[src/rtl/swre_pkg.sv]
// Package: shared widths, event codes, register indexes and reset values.
package swre_pkg;

   // Field widths
   localparam int WIN_BITS       = 8;
   localparam int RTT_BITS       = 16;
   localparam int FUNC_BITS      = 2;
   localparam int CSR_INDEX_BITS = 2;
   localparam int CSR_DATA_BITS  = 16;

   // Default internal time width
   localparam int TIME_BITS_DEFAULT = 16;

   // Event codes
   localparam logic [FUNC_BITS-1:0] FUNC_SEND  = 2'd0;
   localparam logic [FUNC_BITS-1:0] FUNC_ACK   = 2'd1;
   localparam logic [FUNC_BITS-1:0] FUNC_RETRY = 2'd2;

   // Register indexes
   localparam logic [CSR_INDEX_BITS-1:0] CSR_SLOW_START_LIMIT = 2'd0;
   localparam logic [CSR_INDEX_BITS-1:0] CSR_MAX_WINDOW       = 2'd1;
   localparam logic [CSR_INDEX_BITS-1:0] CSR_MAX_TIMEOUT_MS   = 2'd2;

   // Register and state reset values
   localparam logic [WIN_BITS-1:0] SLOW_START_RESET  = 8'd16;
   localparam logic [WIN_BITS-1:0] MAX_WINDOW_RESET  = 8'd64;
   localparam logic [RTT_BITS-1:0] MAX_TIMEOUT_RESET = 16'd1000;
   localparam logic [WIN_BITS-1:0] WINDOW_RESET      = 8'd1;

   // Lower clamp on the retransmission timeout, in ms
   localparam int MIN_TIMEOUT_MS = 100;

endpackage

[src/rtl/send_window_rtt_estimator_top.sv]
// Top level: send window control and smoothed RTT / retransmission timeout.
//
// Takes one event per cycle while req_stall is low (send request,
// acknowledgement with a measured RTT, or retry) and returns one result
// per event. An event is held in an input register. While it is held, one
// pass of logic updates the window, the in-flight count, the smoothed RTT,
// the mean deviation and the timeout, and loads the result register once
// the result slot is free. The sustained rate is one event per clock while
// no result is stalled. The state feedback (RTT average -> deviation ->
// timeout) closes within that single pass. A stalled result holds the
// input register; req_stall then rises only while both stages are full.
// Configuration writes are always ready and apply to the next event; a new
// max_timeout_ms takes effect at the next acknowledgement. Times inside
// are TIME_BITS wide and saturate.
module send_window_rtt_estimator_top #(
   parameter int TIME_BITS = swre_pkg::TIME_BITS_DEFAULT
) (
   input  logic                                clock,
   input  logic                                reset,
   // request channel
   input  logic                                req_valid,
   output logic                                req_stall,
   input  logic [swre_pkg::FUNC_BITS-1:0]      req_func,
   input  logic [swre_pkg::RTT_BITS-1:0]       req_rtt_ms,
   // result channel
   output logic                                rsp_valid,
   input  logic                                rsp_stall,
   output logic                                rsp_granted,
   output logic [swre_pkg::WIN_BITS-1:0]       rsp_window_now,
   output logic [swre_pkg::WIN_BITS-1:0]       rsp_outstanding,
   output logic [swre_pkg::RTT_BITS-1:0]       rsp_timeout_now_ms,
   // configuration write channel
   input  logic                                csr_valid,
   output logic                                csr_ready,
   input  logic [swre_pkg::CSR_INDEX_BITS-1:0] csr_index,
   input  logic [swre_pkg::CSR_DATA_BITS-1:0]  csr_data
);
   import swre_pkg::*;

   // Arithmetic width: covers 8x the largest time and the 16-bit port values
   localparam int CALC_BITS = ((TIME_BITS > RTT_BITS) ? TIME_BITS : RTT_BITS) + 3;
   localparam logic [CALC_BITS-1:0] TIME_MAX_W =
      (CALC_BITS'(1) << TIME_BITS) - CALC_BITS'(1);
   localparam logic [CALC_BITS-1:0] MIN_TIMEOUT_W = CALC_BITS'(MIN_TIMEOUT_MS);
   localparam logic [CALC_BITS-1:0] TIMEOUT_RESET_W =
      (CALC_BITS'(MAX_TIMEOUT_RESET) > TIME_MAX_W) ? TIME_MAX_W
                                                    : CALC_BITS'(MAX_TIMEOUT_RESET);
   localparam logic [TIME_BITS-1:0] TIMEOUT_RESET = TIME_BITS'(TIMEOUT_RESET_W);

   // Configuration registers
   logic [WIN_BITS-1:0] slow_start_ff;
   logic [WIN_BITS-1:0] max_window_ff;
   logic [RTT_BITS-1:0] max_timeout_ff;

   // Input stage
   logic                 in_valid_ff;
   logic [FUNC_BITS-1:0] in_func_ff;
   logic [RTT_BITS-1:0]  in_rtt_ff;

   // Flow state
   logic [WIN_BITS-1:0]  window_ff,   window_in;
   logic [WIN_BITS-1:0]  in_flight_ff, in_flight_in;
   logic [TIME_BITS-1:0] avg_ff,      avg_in;
   logic [TIME_BITS-1:0] dev_ff,      dev_in;
   logic [TIME_BITS-1:0] timeout_ff,  timeout_in;
   logic                 granted_in;

   // Result stage
   logic                 out_valid_ff;
   logic                 out_granted_ff;
   logic [WIN_BITS-1:0]  out_window_ff;
   logic [WIN_BITS-1:0]  out_in_flight_ff;
   logic [RTT_BITS-1:0]  out_timeout_ff;

   // Handshake
   logic advance;
   logic req_take;

   // Acknowledgement datapath
   logic [WIN_BITS:0]    win_double;
   logic [WIN_BITS-1:0]  win_grown;
   logic [CALC_BITS-1:0] rtt_w, rtt_sat;
   logic [CALC_BITS-1:0] avg_w, avg_sum, avg_new_w;
   logic [CALC_BITS-1:0] diff_w;
   logic [CALC_BITS-1:0] dev_w, dev_sum, dev_new_w;
   logic [CALC_BITS-1:0] to_sum, to_low, to_high, to_sat;
   logic [CALC_BITS-1:0] max_to_w;

   // Stage handshake: the input stage moves on when the result slot frees up
   assign advance   = in_valid_ff && (!out_valid_ff || !rsp_stall);
   assign req_stall = in_valid_ff && !advance;
   assign req_take  = req_valid && !req_stall;
   assign csr_ready = 1'b1;

   // Window growth on acknowledgement
   always_comb begin
      win_double = {window_ff, 1'b0};
      if (window_ff < slow_start_ff) begin
         win_grown = (win_double < {1'b0, slow_start_ff}) ? win_double[WIN_BITS-1:0]
                                                          : slow_start_ff;
      end else if (window_ff < max_window_ff) begin
         win_grown = window_ff + WIN_BITS'(1);
      end else begin
         win_grown = window_ff;
      end
   end

   // RTT average, deviation and timeout
   always_comb begin
      rtt_w     = CALC_BITS'(in_rtt_ff);
      rtt_sat   = (rtt_w > TIME_MAX_W) ? TIME_MAX_W : rtt_w;
      avg_w     = CALC_BITS'(avg_ff);
      avg_sum   = (avg_w << 3) - avg_w + rtt_sat;
      avg_new_w = avg_sum >> 3;
      diff_w    = (avg_new_w > rtt_sat) ? (avg_new_w - rtt_sat) : (rtt_sat - avg_new_w);
      dev_w     = CALC_BITS'(dev_ff);
      dev_sum   = (dev_w << 1) + dev_w + diff_w;
      dev_new_w = dev_sum >> 2;
      to_sum    = avg_new_w + (dev_new_w << 2);
      max_to_w  = CALC_BITS'(max_timeout_ff);
      to_low    = (to_sum < MIN_TIMEOUT_W) ? MIN_TIMEOUT_W : to_sum;
      to_high   = (to_low > max_to_w) ? max_to_w : to_low;
      to_sat    = (to_high > TIME_MAX_W) ? TIME_MAX_W : to_high;
   end

   // Event decode and next state
   always_comb begin
      window_in    = window_ff;
      in_flight_in = in_flight_ff;
      avg_in       = avg_ff;
      dev_in       = dev_ff;
      timeout_in   = timeout_ff;
      granted_in   = 1'b0;
      case (in_func_ff)
         FUNC_SEND: begin
            if (in_flight_ff < window_ff) begin
               in_flight_in = in_flight_ff + WIN_BITS'(1);
               granted_in   = 1'b1;
            end
         end
         FUNC_ACK: begin
            if (in_flight_ff != '0) begin
               in_flight_in = in_flight_ff - WIN_BITS'(1);
               window_in    = win_grown;
               avg_in       = TIME_BITS'(avg_new_w);
               dev_in       = TIME_BITS'(dev_new_w);
               timeout_in   = TIME_BITS'(to_sat);
            end
         end
         FUNC_RETRY: begin
            window_in = (window_ff > WIN_BITS'(1)) ? (window_ff >> 1) : WINDOW_RESET;
         end
         default: begin
         end
      endcase
   end

   // Configuration registers
   always_ff @(posedge clock) begin
      if (reset) begin
         slow_start_ff  <= SLOW_START_RESET;
         max_window_ff  <= MAX_WINDOW_RESET;
         max_timeout_ff <= MAX_TIMEOUT_RESET;
      end else if (csr_valid && csr_ready) begin
         case (csr_index)
            CSR_SLOW_START_LIMIT: slow_start_ff  <= csr_data[WIN_BITS-1:0];
            CSR_MAX_WINDOW:       max_window_ff  <= csr_data[WIN_BITS-1:0];
            CSR_MAX_TIMEOUT_MS:   max_timeout_ff <= csr_data[RTT_BITS-1:0];
            default: begin
            end
         endcase
      end
   end

   // Input stage: valid flag
   always_ff @(posedge clock) begin
      if (reset) begin
         in_valid_ff <= 1'b0;
      end else if (req_take) begin
         in_valid_ff <= 1'b1;
      end else if (advance) begin
         in_valid_ff <= 1'b0;
      end
   end

   // Input stage: payload
   always_ff @(posedge clock) begin
      if (req_take) begin
         in_func_ff <= req_func;
         in_rtt_ff  <= req_rtt_ms;
      end
   end

   // Flow state update
   always_ff @(posedge clock) begin
      if (reset) begin
         window_ff    <= WINDOW_RESET;
         in_flight_ff <= '0;
         avg_ff       <= '0;
         dev_ff       <= '0;
         timeout_ff   <= TIMEOUT_RESET;
      end else if (advance) begin
         window_ff    <= window_in;
         in_flight_ff <= in_flight_in;
         avg_ff       <= avg_in;
         dev_ff       <= dev_in;
         timeout_ff   <= timeout_in;
      end
   end

   // Result stage: valid flag
   always_ff @(posedge clock) begin
      if (reset) begin
         out_valid_ff <= 1'b0;
      end else if (advance) begin
         out_valid_ff <= 1'b1;
      end else if (!rsp_stall) begin
         out_valid_ff <= 1'b0;
      end
   end

   // Result stage: payload
   always_ff @(posedge clock) begin
      if (advance) begin
         out_granted_ff   <= granted_in;
         out_window_ff    <= window_in;
         out_in_flight_ff <= in_flight_in;
         out_timeout_ff   <= RTT_BITS'(timeout_in);
      end
   end

   assign rsp_valid          = out_valid_ff;
   assign rsp_granted        = out_granted_ff;
   assign rsp_window_now     = out_window_ff;
   assign rsp_outstanding    = out_in_flight_ff;
   assign rsp_timeout_now_ms = out_timeout_ff;

endmodule

[config.mk]
export PLATFORM = sky130hd
export DESIGN_NAME = send_window_rtt_estimator_top
export DESIGN_NICKNAME = d
export VERILOG_FILES = /design/src/rtl/swre_pkg.sv /design/src/rtl/send_window_rtt_estimator_top.sv
export SDC_FILE = /design/constraint.sdc
export NUM_CORES = 1
export LEC_CHECK = 0
export BUFFER_PORTS_ARGS = -buffer_cell sky130_fd_sc_hd__buf_2
export CORE_MARGIN = 2
export CORE_UTILIZATION = 50
export CTS_CLUSTER_DIAMETER = 80
export DETAILED_ROUTE_END_ITERATION = 10
export PLACE_DENSITY = 0.71
export SLEW_MARGIN = 40
export SYNTH_ARGS = -nofsm -noshare
export SYNTH_HDL_FRONTEND = slang
export SYNTH_SLANG_ARGS = --single-unit
[constraint.sdc]
create_clock -name clock -period 13.5 [get_ports clock]
set_input_delay 2.025 -clock clock [delete_from_list [all_inputs] [get_ports clock]]
set_output_delay 2.025 -clock clock [all_outputs]
set_load 0.01 [all_outputs]
# ---- Word level (Yosys, flattened, before mapping)
# Cells that the tools add are included.
# W data, S select, Z words.
dict set report totals {
  ff_bits 149
  output_inout_bits 36
  wordCells 76
}
dict set report op_classes {
  n_mux 20
  eq_ne 5
  n_addsub 10
  n_reduce_logical 16
  order_cmp 9
}
# cell count
set ops {}
lappend ops {{$mux W19} 3}
lappend ops {{$mux W16} 3}
lappend ops {{$mux W8} 6}
lappend ops {{$sub A16 B16 Y17} 2}
lappend ops {{$pmux W8 S2} 2}
lappend ops {{$lt A8 B8 Y1} 3}
lappend ops {{$add A16 B19 Y19} 1}
lappend ops {{$add A18 B19 Y19} 1}
lappend ops {{$add A19 B16 Y19} 1}
lappend ops {{$gt A19 B16 Y1} 1}
lappend ops {{$gt A19 B16 Y1 const B} 1}
lappend ops {{$lt A19 B7 Y1 const B} 1}
lappend ops {{$sub A19 B16 Y19} 1}
lappend ops {{$add A17 B16 Y18} 1}
lappend ops {{$add A8 B1 Y8 const B} 2}
lappend ops {{$gt A16 B16 Y1} 1}
lappend ops {{$lt A9 B8 Y1} 1}
lappend ops {{$gt A8 B1 Y1 const B} 1}
lappend ops {{$reduce_bool A8 Y1} 1}
lappend ops {{$sub A8 B1 Y8 const B} 1}
lappend ops {{$mux W7} 1}
lappend ops {{$reduce_and A2 Y1} 3}
lappend ops {{$mux W1} 5}
lappend ops {{$eq A2 B1 Y1 const B} 2}
lappend ops {{8 further kinds} 15}

# ---- Longest topological paths before layout
dict set report logic_depth {
  depth_word 14
  ltp_mapped 62
}

# ---- Worst setup path after synthesis
# Ideal clock, no wire load.
dict set report synth_timing {
  path_kind {reg-to-reg}
  from {register in_rtt_ff[3]}
  to {register out_timeout_ff[2], in the netlist rsp_timeout_now_ms[2], data pin}
  setup_time_ns 0.266
  stages_incl_launch_ff 54
  t_required_ns 13.234
  synth_period_minus_slack_ns 11.351
  t_arrival_ns 11.085
  path_slack_ns 2.149
  path_cell_list {edfxtp_1 fa_1 ha_1 or3_1 a31oi_1 nor4_1 o2111ai_1 o2111ai_1 o211ai_1 o21ai_0 or2_2 a21oi_1 xnor2_1 ha_1 buf_2 a21o_1 a221oi_1 o31a_1 [... 18 more ...] or4_4 nor4_4 and2_1 nor2_1 ha_1 a21oi_1 nor2b_1 o21ai_0 o21ai_0 nor2_1 o21ai_0 a221oi_1 a41o_1 o21ai_1 nor2_1 buf_4 mux2i_2 o21ai_1}
}
dict set report synth_via {
  elab_chain_len 13
  word_cells_on_any_way 15
  classes_between {5 x add/sub; 4 x order compare; 6 x mux}
}
# item line_no
set synth_rtl {}
lappend synth_rtl {{from (decl)} send_window_rtt_estimator_top.sv:58} ;# logic [RTT_BITS-1:0] in_rtt_ff;
lappend synth_rtl {{from (signal assigned)} send_window_rtt_estimator_top.sv:190} ;# in_rtt_ff <= req_rtt_ms;
lappend synth_rtl {{$add A19 B16 Y19 (*)} send_window_rtt_estimator_top.sv:113} ;# avg_sum = (avg_w << 3) - avg_w + rtt_sat;
lappend synth_rtl {{via avg_sum[17]} send_window_rtt_estimator_top.sv:83} ;# logic [CALC_BITS-1:0] avg_w, avg_sum, avg_new_w;
lappend synth_rtl {{$gt A16 B16 Y1 (*)} send_window_rtt_estimator_top.sv:115} ;# diff_w = (avg_new_w > rtt_sat) ? (avg_new_w - rtt_sat) : (rtt_sat - avg_new_w);
lappend synth_rtl {{$mux W19 (*)} send_window_rtt_estimator_top.sv:115}
lappend synth_rtl {{$add A18 B19 Y19 (*)} send_window_rtt_estimator_top.sv:117} ;# dev_sum = (dev_w << 1) + dev_w + diff_w;
lappend synth_rtl {{via dev_sum[4]} send_window_rtt_estimator_top.sv:85} ;# logic [CALC_BITS-1:0] dev_w, dev_sum, dev_new_w;
lappend synth_rtl {{$add A16 B19 Y19 (*)} send_window_rtt_estimator_top.sv:119} ;# to_sum = avg_new_w + (dev_new_w << 2);
lappend synth_rtl {{$lt A19 B7 Y1} send_window_rtt_estimator_top.sv:121} ;# to_low = (to_sum < MIN_TIMEOUT_W) ? MIN_TIMEOUT_W : to_sum;
lappend synth_rtl {{$mux W19 (*)} send_window_rtt_estimator_top.sv:121}
lappend synth_rtl {{$gt A19 B16 Y1} send_window_rtt_estimator_top.sv:122} ;# to_high = (to_low > max_to_w) ? max_to_w : to_low;
lappend synth_rtl {{$mux W19 (*)} send_window_rtt_estimator_top.sv:122}
lappend synth_rtl {{$gt A19 B16 Y1} send_window_rtt_estimator_top.sv:123} ;# to_sat = (to_high > TIME_MAX_W) ? TIME_MAX_W : to_high;
lappend synth_rtl {{$mux W16 (*)} send_window_rtt_estimator_top.sv:123}
lappend synth_rtl {{$mux W16 (*)} send_window_rtt_estimator_top.sv:142} ;# if (in_flight_ff != '0) begin
lappend synth_rtl {{$mux W16 (*)} send_window_rtt_estimator_top.sv:134} ;# case (in_func_ff)
lappend synth_rtl {{via timeout_in[2]} send_window_rtt_estimator_top.sv:65} ;# logic [TIME_BITS-1:0] timeout_ff, timeout_in;
lappend synth_rtl {{to (signal assigned)} send_window_rtt_estimator_top.sv:228} ;# out_timeout_ff <= RTT_BITS'(timeout_in);
lappend synth_rtl {{to (decl)} send_window_rtt_estimator_top.sv:73} ;# logic [RTT_BITS-1:0] out_timeout_ff;
# The timed path passes the listed nets; every way through them passes the cells marked *.
# A chain may end at the register's enable or synchronous reset.

# ---- Worst setup path after layout
dict set report layout_timing {
  from {register in_rtt_ff[3]}
  to {register out_timeout_ff[10], in the netlist rsp_timeout_now_ms[10], data pin}
}
# Same word-level chain as after synthesis.

==> reports/qor.yml <==
start_kind: "register"
cp.arrival_ns: 12.70
row_count: 56
clk_path_buf_depth: 2
setup_viol: 0
relSlewSlack: 0.474
vias: 10500
cts-htree-levels: 4
irDropWorstVdd_v: 0.000128
synth_top_cell_area_share: 0.163
routedWlPerCell_um: 16.9
synthFlopType: "dfxtp_1"
die-area_um2: 25400
finalSetupTns_ns: 0
async_reset_ff_frac: 0
netlist_top_cells_count: "nand2_1 (171), inv_1 (148), ha_1 (133), a21oi_1 (131), dfxtp_1 (98)"
path_clk_slew_ns: 0.07
cpPeakStageDelay_ns: 0.55
synthesis.nets: 1651
antenna_cells: 0
core-area_um2: 23500
syn_inst: 1445
ff2ff_path_depth: 55
hold_buffers: 0
fmaxAchievable_mhz: 79.8
dr.pass1.iters: 5
n_fill_cell: 2147
status: "finished clean"
ys_types: 79
crit_slowest_cell: "or4_4"
routed_via_density: 5.76
seq_area_frac_synth: 0.290
tightest_slew_ns: 0.787
min_to: "avg_ff[3]"
report.final.slew_viol_count: 0
numCtsBuffers: 17
cpMostUsedCell: "o21ai_0"
cts_tree: "done"
drc: 0
timing.critical_path.buf_inv: 3
min_delay_path_depth: 2
worst-r2r-setup-slack_ns: 0.97
postSynthAreaPerCell_um2: 8.35
clock-sinks: 149
drt_wl_total_mm: 30.8
syn_area_um2: 12100
holdCritPathClass: "reg -> reg"
yosysWarningCount: 0
synth.ff_latch_count: 149
synth_top_family_by_area: "compound AO/OA/AOI/OAI gates"
rsz0062_at_grt: "no"
worstReg2RegStart: "in_rtt_ff[3]"
clock_skew_ns: 0.0157
muxShareOfSynthArea: 0.0327
synth_simple_gate_area_frac: 0.168
dieHeight_um: 159
endpoint_kind: "register"
start_util: 0.512
hp-start: "avg_ff[3]"
synth_fa_ha_area_frac: 0.191
globalRouteOverflowTotal: 0
max_cap_viol_count: 0
yosysTopAreaCell: "dfxtp_1"
grt_pass1_wl_mm: 50.3
grt_max_degree: 80
synthTopCellsByArea: "dfxtp_1 (16%), ha_1 (14%), edfxtp_1 (13%)"
grt_pass1_vias: 10200
clockRootBuffer: "clkbuf_16"
clock_latency_ns: 0.44
post-route-min-period_ns: 12.53
pin_count: 77
portBuffers: 75
drive_above_1_share: 0.107
p_leak_nw: 5.74
drtIter0Drc: 641
fin_nets: 1694
place_hpwl_mm: 23.0
area_growth_pct: 10.6
path_delay_family: "compound AO/OA/AOI/OAI gates"
grt_usage: 0.242
r2r-end: "rsp_timeout_now_ms[10]"
required_ns: 13.67
die_w_um: 159
worst-setup-path-type: "reg -> reg"
post-synth-top-count-cell: "nand2_1"
fin_util: 0.567
synth_xor_xnor_area_share: 0.0457
path_max_fanout: 19
antenna_found_initial: 0
synth-compound-area-share: 0.205
p_per_area_nw_per_um2: 195
antenna_left: 0
place_congestion: 0.939
synth_edf_count: 51
fin_crit_sh: 0.928
whs_ns: 0.456
hold_viol_final: 0
## placed cells by master, fill, tap and decap left out, types with 5 or more instances in the layout
cell	count
nor3_1	40
o21ai_1	21
xor2_1	21
o31ai_1	5
nand3b_1	5
nor4_1	12
edfxtp_1	51
nor2_1	92
nand2b_1	11
inv_1	148
o211ai_1	17
a21oi_1	130
o21ai_0	58
inv_6	6
ha_1	133
nor2b_1	13
and2_1	10
xnor2_1	41
fa_1	32
a211oi_1	16
o21bai_1	6
dfxtp_1	98
and3_1	10
o21a_1	26
mux2_2	8
buf_4	12
nand3_1	27
a21o_1	33
mux2i_1	29
nand4_1	11
clkbuf_16	17
a31oi_1	8
or3_1	10
buf_2	75
nand2_1	171
a221oi_1	5
## cells by family (layout without fill, tap and decap cells)
group,count (synthesis),in the layout
other,1,1
xor gates and xnor gates,63,63
and+or+nand+nor,434,434
buffers and inverters,214,270
muxes,38,38
DFF,149,149
adders and majority gates,165,165
AOI/OAI and AO/OA,381,381
## how the worst max path moves through the flow
stage / start / to / slack (ns) / depth (start not counted)
CTS: in_rtt_ff[3] / rsp_timeout_now_ms[12] / 0.89 / 51
floorplan: in_rtt_ff[3] / rsp_timeout_now_ms[2] / 2.15 / 53
global placement: in_rtt_ff[3] / rsp_timeout_now_ms[14] / 1.22 / 53
detailed placement: in_rtt_ff[3] / rsp_timeout_now_ms[12] / 0.90 / 51
finish: in_rtt_ff[3] / rsp_timeout_now_ms[10] / 0.97 / 55
global route: in_rtt_ff[4] / rsp_timeout_now_ms[10] / 0.01 / 57
## worst reg2reg max path, delay by kind of cell, from the launching register on
kind | cells | cell delay (ns)
buffers and inverters | 3 | 0.57
XOR/XNOR | 4 | 0.73
AND/OR/NAND/NOR | 16 | 3.19
multiplexers | 2 | 0.68
AO/OA/AOI/OAI | 23 | 4.05
flip-flops | 1 | 0.46
adder cells (fa/ha/maj) | 7 | 2.58
## area by class of cell
class | count | area (um2) | share of cell area
Clock buffer | 17 | 425 | 0.0319
Clock inverter | 15 | 188 | 0.0141
Inverter | 150 | 564 | 0.0423
Multi-Input combinational cell | 1082 | 7790 | 0.584
Sequential cell | 149 | 3490 | 0.262
Tap cell | 319 | 399 | 0.0299
Timing Repair Buffer | 88 | 477 | 0.0357
## state kept, by name, indices dropped and copies added, names as in the netlist, 8 cells and up
signal              count
dev_ff                 16
in_rtt_ff              16
rsp_outstanding         8
window_ff               8
timeout_ff             16
max_window_ff           8
avg_ff                 16
rsp_timeout_now_ms     16
rsp_window_now          8
max_timeout_ff         16
in_flight_ff            8
slow_start_ff           8
## metrics by stage
step | instances | area [um2] | setup WS (ns) | total power [mW]
final | 1820 | 13300 | 0.967 | 2.61
after global routing | 1820 | 13300 | 0.00977 | 2.81
after CTS | 1817 | 13300 | 0.895 | 2.59
after floorplan | 1445 | 12100 | 2.15 | 1.74
after detailed placement | 1785 | 12700 | 0.904 | 2.08
after global placement | 1785 | 12700 | 1.22 | 2.06
## routing by layer
layer | vias up | routed length (um) | track usage
li1 | 5157 | - | -
met1 | 4921 | 13000 | 0.288
met2 | 338 | 15200 | 0.437
met3 | 66 | 1590 | 0.0367
met4 | 0 | 1060 | 0.0992
met5 | - | 0 | 0
## power by group
group	switching, mW	internal, mW
registers	0.0143	0.481
clock network	0.224	0.281
logic	0.959	0.647
total	1.20	1.41
## repair_timing
action                     in CTS  in global routing
setup endpoints to repair       0                 30
gates resized for setup         0                  4
buffers inserted                0                  3
(Power assumes the default switching activity.)
